--- src/rtl/bms_ready_wait_supervisor_assert.svh ---
// Assertion macros shared by the supervisor RTL.
`ifndef BMS_READY_WAIT_SUPERVISOR_ASSERT_SVH
`define BMS_READY_WAIT_SUPERVISOR_ASSERT_SVH

// Same-cycle implication, disabled while reset is asserted.
`define BRWS_ASSERT_NOW(label, clk, rst_n, ante, cons, msg) \
	label: assert property (@(posedge clk) disable iff (!(rst_n)) (ante) |-> (cons)) \
		else $error(msg);

// Next-cycle implication, disabled while reset is asserted.
`define BRWS_ASSERT_NEXT(label, clk, rst_n, ante, cons, msg) \
	label: assert property (@(posedge clk) disable iff (!(rst_n)) (ante) |=> (cons)) \
		else $error(msg);

`endif

--- src/rtl/brws_pkg.sv ---
package brws_pkg;

	localparam logic [7:0] READY_CODE = 8'hAA;

	localparam logic [15:0] LIMIT_PERIOD_RST  = 16'd250;
	localparam logic [15:0] STATUS_PERIOD_RST = 16'd500;
	localparam logic [19:0] FRAME_TIMEOUT_RST = 20'd5000;
	localparam logic [19:0] DEADLINE_RST      = 20'd59700;
	localparam logic [15:0] OPEN_LIMIT_RST    = 16'd1000;

	localparam int CFG_DATA_W = 20;
	localparam int CFG_IDX_W  = 3;

	typedef enum logic [CFG_IDX_W-1:0] {
		CFG_LIMIT_PERIOD  = 3'd0,
		CFG_STATUS_PERIOD = 3'd1,
		CFG_FRAME_TIMEOUT = 3'd2,
		CFG_DEADLINE      = 3'd3,
		CFG_OPEN_LIMIT    = 3'd4,
		CFG_PROTOCOL_2011 = 3'd5
	} cfg_idx_t;

	typedef enum logic [2:0] {
		PH_STAY       = 3'd0,
		PH_PILLAR     = 3'd1,
		PH_COMM_BREAK = 3'd2,
		PH_STOP       = 3'd3,
		PH_CHG_BREAK  = 3'd4
	} phase_t;

	typedef enum logic [1:0] {
		REASON_NONE      = 2'd0,
		REASON_USER      = 2'd1,
		REASON_CONN_OPEN = 2'd2
	} reason_t;

	typedef enum logic {
		KIND_ENTER = 1'b0,
		KIND_POLL  = 1'b1
	} kind_t;

	typedef struct packed {
		kind_t       kind;
		logic [31:0] now_ticks;
		logic        ready_frame_seen;
		logic [7:0]  ready_frame_status;
		logic        error_frame_seen;
		logic        discharge_enable;
		logic        stop_by_key_pending;
		logic        connector_closed;
	} cmd_t;

	typedef struct packed {
		logic    send_limit_frame;
		logic    send_status_frame;
		logic    send_warning_frame;
		logic    ready_timeout_flag;
		phase_t  next_phase;
		reason_t stop_reason;
	} rsp_t;

endpackage

--- src/rtl/bms_ready_wait_supervisor.sv ---
// Wait-for-battery-ready supervisor.
// Command channel (cmd_valid / cmd_stall / cmd): each transfer either enters
// the phase or is one polling pass with the current tick count and the flags
// gathered since the previous pass.
// Result channel (rsp_valid / rsp_stall / rsp): exactly one result per command,
// in command order: frame resend requests, the timeout flag, the next phase
// and the stop reason.
// The command lands in an input register; the decision is made from it and
// written to the result register together with the supervisor state.
// Throughput is one command per cycle while the result is not stalled; the
// only loop is the state update made with each decision.
// A stalled result holds in the result register; the input register still
// takes a command while the result register is empty or being drained, so
// cmd_stall rises only when both registers are full.
// Reset (arst_n low) empties both registers, loads the default periods and
// clears all timers and flags; the phase is inactive until an enter command.
// Configuration writes through cfg_we / cfg_index / cfg_data take effect at
// the next edge and are expected only while the block is idle.
module bms_ready_wait_supervisor
	import brws_pkg::*;
(
	input  logic                  clk,
	input  logic                  arst_n,
	input  logic                  cmd_valid,
	output logic                  cmd_stall,
	input  cmd_t                  cmd,
	output logic                  rsp_valid,
	input  logic                  rsp_stall,
	output rsp_t                  rsp,
	input  logic                  cfg_we,
	input  logic [CFG_IDX_W-1:0]  cfg_index,
	input  logic [CFG_DATA_W-1:0] cfg_data
);

`include "bms_ready_wait_supervisor_assert.svh"

	// configuration
	logic [15:0] limit_period_q;
	logic [15:0] status_period_q;
	logic [19:0] frame_timeout_q;
	logic [19:0] deadline_q;
	logic [15:0] open_limit_q;
	logic        protocol_2011_q;

	// supervisor state
	logic [31:0] limit_sent_at_q;
	logic [31:0] status_sent_at_q;
	logic [31:0] ready_seen_at_q;
	logic [31:0] phase_entered_at_q;
	logic [31:0] open_since_q;
	logic        deadline_armed_q;
	logic        ready_valid_q;
	logic [7:0]  ready_status_q;
	logic        error_valid_q;
	logic        open_timing_q;
	logic        timeout_bit_q;
	logic        phase_active_q;

	// pipeline
	logic valid_s1;
	cmd_t cmd_s1;
	logic rsp_valid_q;
	rsp_t rsp_q;

	logic out_free;
	logic advance;

	// next-state values
	logic [31:0] limit_sent_at_d;
	logic [31:0] status_sent_at_d;
	logic [31:0] ready_seen_at_d;
	logic [31:0] phase_entered_at_d;
	logic [31:0] open_since_d;
	logic        deadline_armed_d;
	logic        ready_valid_d;
	logic [7:0]  ready_status_d;
	logic        error_valid_d;
	logic        open_timing_d;
	logic        timeout_bit_d;
	logic        phase_active_d;
	rsp_t        rsp_d;

	logic [31:0] now;
	logic [31:0] since_limit;
	logic [31:0] since_status;
	logic [31:0] since_ready;
	logic [31:0] since_entry;
	logic [31:0] since_open;
	logic        frame_late;
	logic        frame_half_late;
	logic        deadline_hit;

	assign out_free  = !rsp_valid_q || !rsp_stall;
	assign advance   = valid_s1 && out_free;
	assign cmd_stall = valid_s1 && !out_free;
	assign rsp_valid = rsp_valid_q;
	assign rsp       = rsp_q;

	assign now = cmd_s1.now_ticks;

	always_comb begin
		limit_sent_at_d    = limit_sent_at_q;
		status_sent_at_d   = status_sent_at_q;
		ready_seen_at_d    = ready_seen_at_q;
		phase_entered_at_d = phase_entered_at_q;
		open_since_d       = open_since_q;
		deadline_armed_d   = deadline_armed_q;
		ready_valid_d      = ready_valid_q;
		ready_status_d     = ready_status_q;
		error_valid_d      = error_valid_q;
		open_timing_d      = open_timing_q;
		timeout_bit_d      = timeout_bit_q;
		phase_active_d     = phase_active_q;

		rsp_d                    = '0;
		rsp_d.next_phase         = PH_STAY;
		rsp_d.stop_reason        = REASON_NONE;

		since_limit     = now - limit_sent_at_q;
		since_status    = now - status_sent_at_q;
		since_entry     = now - phase_entered_at_q;
		// a ready frame on this pass restarts the timeout window at zero
		since_ready     = cmd_s1.ready_frame_seen ? 32'd0 : (now - ready_seen_at_q);
		frame_late      = since_ready > {12'd0, frame_timeout_q};
		frame_half_late = since_ready > {13'd0, frame_timeout_q[19:1]};
		deadline_hit    = deadline_armed_q && (since_entry > {12'd0, deadline_q});
		// a line that opens on this pass starts timing at zero
		since_open      = (!cmd_s1.connector_closed && !open_timing_q) ? 32'd0
			: (now - open_since_q);

		if (cmd_s1.kind == KIND_ENTER) begin
			ready_valid_d      = 1'b0;
			error_valid_d      = 1'b0;
			open_timing_d      = 1'b0;
			limit_sent_at_d    = now;
			status_sent_at_d   = now;
			ready_seen_at_d    = now;
			phase_entered_at_d = now;
			deadline_armed_d   = 1'b1;
			phase_active_d     = 1'b1;
			rsp_d.send_limit_frame  = 1'b1;
			rsp_d.send_status_frame = 1'b1;
		end else if (phase_active_q) begin
			// resend decisions use the state from before this pass's frames
			if (since_limit > {16'd0, limit_period_q} && !ready_valid_q
				&& ready_status_q != READY_CODE) begin
				rsp_d.send_limit_frame = 1'b1;
				limit_sent_at_d        = now;
			end
			if (since_status > {16'd0, status_period_q}) begin
				rsp_d.send_status_frame = 1'b1;
				status_sent_at_d        = now;
			end

			if (cmd_s1.ready_frame_seen) begin
				ready_valid_d   = 1'b1;
				ready_status_d  = cmd_s1.ready_frame_status;
				ready_seen_at_d = now;
			end
			if (cmd_s1.error_frame_seen)
				error_valid_d = 1'b1;

			// later checks override earlier ones
			if (frame_late) begin
				timeout_bit_d    = 1'b1;
				rsp_d.next_phase = PH_COMM_BREAK;
			end else if (frame_half_late && protocol_2011_q) begin
				rsp_d.send_warning_frame = 1'b1;
			end else begin
				timeout_bit_d = 1'b0;
			end

			if (deadline_hit) begin
				timeout_bit_d    = 1'b1;
				rsp_d.next_phase = PH_COMM_BREAK;
			end

			if (ready_valid_d && ready_status_d == READY_CODE) begin
				deadline_armed_d = 1'b0;
				rsp_d.next_phase = PH_PILLAR;
			end

			if (error_valid_d)
				rsp_d.next_phase = PH_COMM_BREAK;

			if (!cmd_s1.discharge_enable) begin
				rsp_d.stop_reason = cmd_s1.stop_by_key_pending ? REASON_NONE : REASON_USER;
				rsp_d.next_phase  = PH_STOP;
			end

			// connector debounce
			if (!cmd_s1.connector_closed) begin
				open_timing_d = 1'b1;
				if (!open_timing_q)
					open_since_d = now;
			end else begin
				open_timing_d = 1'b0;
			end
			if (open_timing_d && since_open > {16'd0, open_limit_q}) begin
				open_timing_d     = 1'b0;
				rsp_d.stop_reason = REASON_CONN_OPEN;
				rsp_d.next_phase  = PH_CHG_BREAK;
			end

			if (rsp_d.next_phase != PH_STAY)
				phase_active_d = 1'b0;
		end

		rsp_d.ready_timeout_flag = timeout_bit_d;
	end

	// configuration registers
	always_ff @(posedge clk or negedge arst_n) begin
		if (!arst_n) begin
			limit_period_q  <= LIMIT_PERIOD_RST;
			status_period_q <= STATUS_PERIOD_RST;
			frame_timeout_q <= FRAME_TIMEOUT_RST;
			deadline_q      <= DEADLINE_RST;
			open_limit_q    <= OPEN_LIMIT_RST;
			protocol_2011_q <= 1'b0;
		end else if (cfg_we) begin
			unique case (cfg_index)
				CFG_LIMIT_PERIOD:  limit_period_q  <= cfg_data[15:0];
				CFG_STATUS_PERIOD: status_period_q <= cfg_data[15:0];
				CFG_FRAME_TIMEOUT: frame_timeout_q <= cfg_data;
				CFG_DEADLINE:      deadline_q      <= cfg_data;
				CFG_OPEN_LIMIT:    open_limit_q    <= cfg_data[15:0];
				CFG_PROTOCOL_2011: protocol_2011_q <= cfg_data[0];
				default: begin
					// drop writes to unused indexes
				end
			endcase
		end
	end

	// supervisor state, advanced once per decided command
	always_ff @(posedge clk or negedge arst_n) begin
		if (!arst_n) begin
			limit_sent_at_q    <= '0;
			status_sent_at_q   <= '0;
			ready_seen_at_q    <= '0;
			phase_entered_at_q <= '0;
			open_since_q       <= '0;
			deadline_armed_q   <= 1'b0;
			ready_valid_q      <= 1'b0;
			ready_status_q     <= '0;
			error_valid_q      <= 1'b0;
			open_timing_q      <= 1'b0;
			timeout_bit_q      <= 1'b0;
			phase_active_q     <= 1'b0;
		end else if (advance) begin
			limit_sent_at_q    <= limit_sent_at_d;
			status_sent_at_q   <= status_sent_at_d;
			ready_seen_at_q    <= ready_seen_at_d;
			phase_entered_at_q <= phase_entered_at_d;
			open_since_q       <= open_since_d;
			deadline_armed_q   <= deadline_armed_d;
			ready_valid_q      <= ready_valid_d;
			ready_status_q     <= ready_status_d;
			error_valid_q      <= error_valid_d;
			open_timing_q      <= open_timing_d;
			timeout_bit_q      <= timeout_bit_d;
			phase_active_q     <= phase_active_d;
		end
	end

	// input register and result register
	always_ff @(posedge clk or negedge arst_n) begin
		if (!arst_n) begin
			valid_s1    <= 1'b0;
			rsp_valid_q <= 1'b0;
		end else begin
			if (!cmd_stall)
				valid_s1 <= cmd_valid;
			if (out_free)
				rsp_valid_q <= valid_s1;
		end
	end

	always_ff @(posedge clk) begin
		if (cmd_valid && !cmd_stall)
			cmd_s1 <= cmd;
		if (advance)
			rsp_q <= rsp_d;
	end

	`BRWS_ASSERT_NEXT(a_advance_loads_rsp, clk, arst_n, advance, rsp_valid_q,
		"decided command did not reach the result register")
	`BRWS_ASSERT_NEXT(a_leave_clears_active, clk, arst_n,
		advance && rsp_d.next_phase != PH_STAY, !phase_active_q,
		"phase still active after a phase change")
	`BRWS_ASSERT_NOW(a_conn_break_reason, clk, arst_n,
		rsp_valid_q && rsp_q.next_phase == PH_CHG_BREAK,
		rsp_q.stop_reason == REASON_CONN_OPEN,
		"charge break without connector-open reason")
	`BRWS_ASSERT_NOW(a_reason_needs_stop, clk, arst_n,
		rsp_valid_q && rsp_q.stop_reason != REASON_NONE,
		rsp_q.next_phase == PH_STOP || rsp_q.next_phase == PH_CHG_BREAK,
		"stop reason given without a stopping phase")

endmodule
--- config.mk ---
export PLATFORM = sky130hd
export DESIGN_NAME = bms_ready_wait_supervisor
export DESIGN_NICKNAME = d
export VERILOG_FILES = /design/src/rtl/brws_pkg.sv /design/src/rtl/bms_ready_wait_supervisor.sv
export VERILOG_INCLUDE_DIRS = /design/src /design/src/rtl
export SDC_FILE = /design/constraint.sdc
export NUM_CORES = 1
export LEC_CHECK = 0
export ABC_AREA = 1
export BUFFER_PORTS_ARGS = -buffer_cell sky130_fd_sc_hd__buf_4
export CORE_ASPECT_RATIO = 1.25
export CORE_MARGIN = 2
export CORE_UTILIZATION = 40
export DETAILED_ROUTE_END_ITERATION = 8
export PLACE_DENSITY = 0.63
export SYNTH_ARGS = -nofsm -noshare
export SYNTH_HDL_FRONTEND = slang
export SYNTH_SLANG_ARGS = --single-unit
--- constraint.sdc ---
create_clock -name clk -period 3.55 [get_ports clk]
set_input_delay 0.355 -clock clk [delete_from_list [all_inputs] [get_ports clk]]
set_output_delay 0.355 -clock clk [all_outputs]
set_load 0.005 [all_outputs]
==> flow_metrics.py <==
metrics = {
    "run_status": {
        "status": "finished, violations left",
        "violations_in_the_final_reports": "setup timing",
    },
    "timing": {
        "final_hold_viols": 0,
        "worst_slew_pin_slew_ps": 951.5,
        "layout_min_cycle_time_ps": 4159,
        "layout_worst_path_cycle_share": 1.172,
        "setup_ws_ps": -609.2,
        "final-max-slew-violation-count": 0,
        "max_freq_ghz": 0.2404,
        "finClkSkew_ps": 25.63,
        "relSlewSlack": 0.3641,
        "finalSetupViolations": 75,
        "timing.setup.tns_ps": -36570,
        "timing.hold.ws_ps": 21.55,
        "rsz0062_at_grt": "yes",
    },
    "drt": {
        "ant_nets": 0,
        "drc": 0,
        "vias_per_cell": 5.082,
        "post_drt_wl_per_cell_um": 18.51,
        "drtPass1Iterations": 6,
        "routed_wl_um": 100100,
        "detailedRoute.firstIterationViolations": 1526,
        "dr_vias": 27480,
    },
    "clock_network": {
        "cts_inserted_buffers": 37,
        "cts_sinks": 319,
        "clock_root_buffer": "clkbuf_16",
        "cts.htree.levels": 2,
        "worstSkewPairLatency_ps": 580,
        "tritoncts": "done",
        "clkTransAtPathRegs_ps": 60,
        "clk_path_buf_depth": 3,
    },
    "yosys": {
        "post_synth_num_cell_types": 55,
        "synth.yosys.seq_area_share": 0.3184,
        "synth-edff-count": 54,
        "postSynthAreaPerCell_sq_um": 6.744,
        "synth.cell_area_sq_um": 26040,
        "commonest_register_cell_after_synthesis": "dfrtp_1",
        "synth_top_area_cell": "dfrtp_1",
        "post-synth-top-area-fraction": 0.2249,
        "synth.ff_latch_count": 319,
        "async_reset_ff_frac": 0.8307,
        "number_of_cells_produced_by_synthesis": 3861,
        "number_of_warning_messages_in_the_yosys_log": 0,
        "mappedNetlistNets": 4200,
        "synth.top_cells.by_area": "dfrtp_1 22%, nand2_1 17%, ha_1 12%",
    },
    "placement": {
        "placement.io_buffers": 84,
        "finalWeightedCongestion": 0.9957,
        "pre_cts_slack_ps": -784.8,
        "place.detailed.instances": 5250,
        "dp_hpwl_um": 80510,
        "placedInstanceArea_sq_um": 31480,
    },
    "final_layout": {
        "layout.cell_area.non_filler_sq_um": 34980,
        "fin_cells": 5408,
        "syn_to_final_growth_pct": 34.35,
        "final_common_cell": "nand2_1",
        "most_frequent_cells_in_the_layout": "1104 x nand2_1, 687 x inv_1, 626 x buf_4",
        "ratio_of_cells_with_drive_above_1_in_the_final_layout": 0.2287,
        "final_core_density": 0.5431,
        "finalNetCount": 4869,
    },
    "global_route": {
        "antenna_found_initial": 8,
        "wire_length_of_the_first_global_routing_pass_um": 149500,
        "grt_use_total": 0.2929,
        "grt_pass1_vias": 27740,
        "grt_max_degree": 85,
        "grt_remaining_overflow": 0,
    },
    "setup_path": {
        "cpLargestDelayFamily": "simple AND/OR/NAND/NOR gates",
        "timing_worst_setup_path_type": "reg -> reg",
        "cp-end-kind": "flop",
        "timing.critical_path.fanout_max": 5,
        "cp-start-kind": "flop",
        "cp.required_ps": 4060,
        "regToRegEndpoint": "limit_sent_at_q[7]",
        "regToRegSetupSlack_ps": -610,
        "cp_slowest_cell": "edfxtp_1",
        "timing.critical_path.mode_cell": "nand2_2",
        "rr_worst_depth": 30,
        "timing.critical_path.buf_inv": 5,
        "worst-endpoint-arrival_ps": 4670,
        "timing.rr.start": "now[0]",
        "slowest_delay_ps": 400,
    },
    "power": {
        "power.static_leakage_nw": 18.44,
        "vdd_ir_drop_max_uv": 470.5,
        "power_per_cell_area_nw_per_um2": 751.2,
        "p_total_mw": 26.28,
    },
    "floorplanning": {
        "initial_core_util": 0.4043,
        "core.rowCount": 104,
        "fp.dieW_um": 232.2,
        "dieHeight_um": 289.3,
        "design.die.area_sq_um": 67170,
        "design.core.area_sq_um": 64410,
        "top_level_ports": 85,
    },
    "hold_path": {
        "worst_hold_path.num_cells": 1,
        "worst_hold_path.endpoint": "now[13]",
        "hold_crit_class": "in -> reg",
        "hold_path.startpoint": "cmd[26]",
    },
    "job": {
        "max_cap_viol_count": 0,
    },
}
[report_power, final]
group | switching (mW) | total (mW) | internal [mW]
logic | 9.69 | 16.9 | 7.26
registers | 0.621 | 5.35 | 4.73
clock network | 1.68 | 3.98 | 2.30
total | 12.0 | 26.3 | 14.3
[how the worst max path moves through the flow]
stage / depth (start not counted) / startpoint / slack [ps] / to
6_report: 30 / now[0] / -610 / limit_sent_at_q[7]
3_3_place_gp: 22 / now[6] / -720 / rsp[3]
3_5_place_dp: 22 / now[6] / -780 / rsp[3]
4_1_cts: 25 / now[11] / -450 / limit_sent_at_q[22]
5_1_grt: 30 / now[0] / -890 / limit_sent_at_q[1]
2_1_floorplan: 25 / now[0] / -20 / rsp[8]
[sequential cells by signal (all words and copies together), names as in the netlist, 16 cells and up]
| register | cells |
|---|---|
| ready_seen_at_q | 32 |
| open_limit_q | 16 |
| now | 32 |
| limit_sent_at_q | 32 |
| deadline_q | 20 |
| status_period_q | 16 |
| phase_entered_at_q | 32 |
| status_sent_at_q | 32 |
| open_since_q | 32 |
| limit_period_q | 16 |
| frame_timeout_q | 20 |
[synth_stat cells, drive strengths merged (15+ instances only)]
cell type,number
nand2,1213
o21bai,15
a21oi,223
nor2,297
clkbuf,49
dfrtp,234
o21ai,303
inv,699
buf,20
ha,260
dfstp,31
xor2,50
nand4,85
nand3,195
edfxtp,54
nor3,26
[routing by layer]
layer / up-vias / share of wire / GRT usage
li1: 13660 / - / -
met1: 12800 / 0.36 / 0.3049
met2: 707 / 0.52 / 0.5536
met3: 305 / 0.042 / 0.03346
met4: 10 / 0.075 / 0.1886
met5: - / 0.00058 / 0
[what timing repair did]
| item | in CTS | in global routing |
|---|---|---|
| setup buffers | 30 | 14 |
| endpoints found under the setup margin | 75 | 75 |
| pin swaps | 32 | 78 |
| cloned | 1 | 4 |
| gates resized for setup | 131 | 184 |
| hold buffers | 44 | 0 |
| endpoints found under the hold margin | 120 | 0 |
[area by class of cell]
cell class,count,area [sq um]
diodes,3,7.507
fillers,6289,29430
inverters,700,2628
multi-input cells,2773,16140
flip-flops and latches,319,8292
clock buffers,49,1042
clock inverters,17,190.2
repair buffers,699,5623
well taps,848,1061
[kinds of logic after synthesis]
logic type,count (synthesis),share of synthesized area
compound gates,588,0.1199
xor+xnor,64,0.02153
fa+ha+maj,265,0.1288
buf+inv,769,0.1141
flops,319,0.3184
mux,4,0.001538
simple gates,1852,0.2957
No activity file was read; power rests on OpenSTA's default activity.
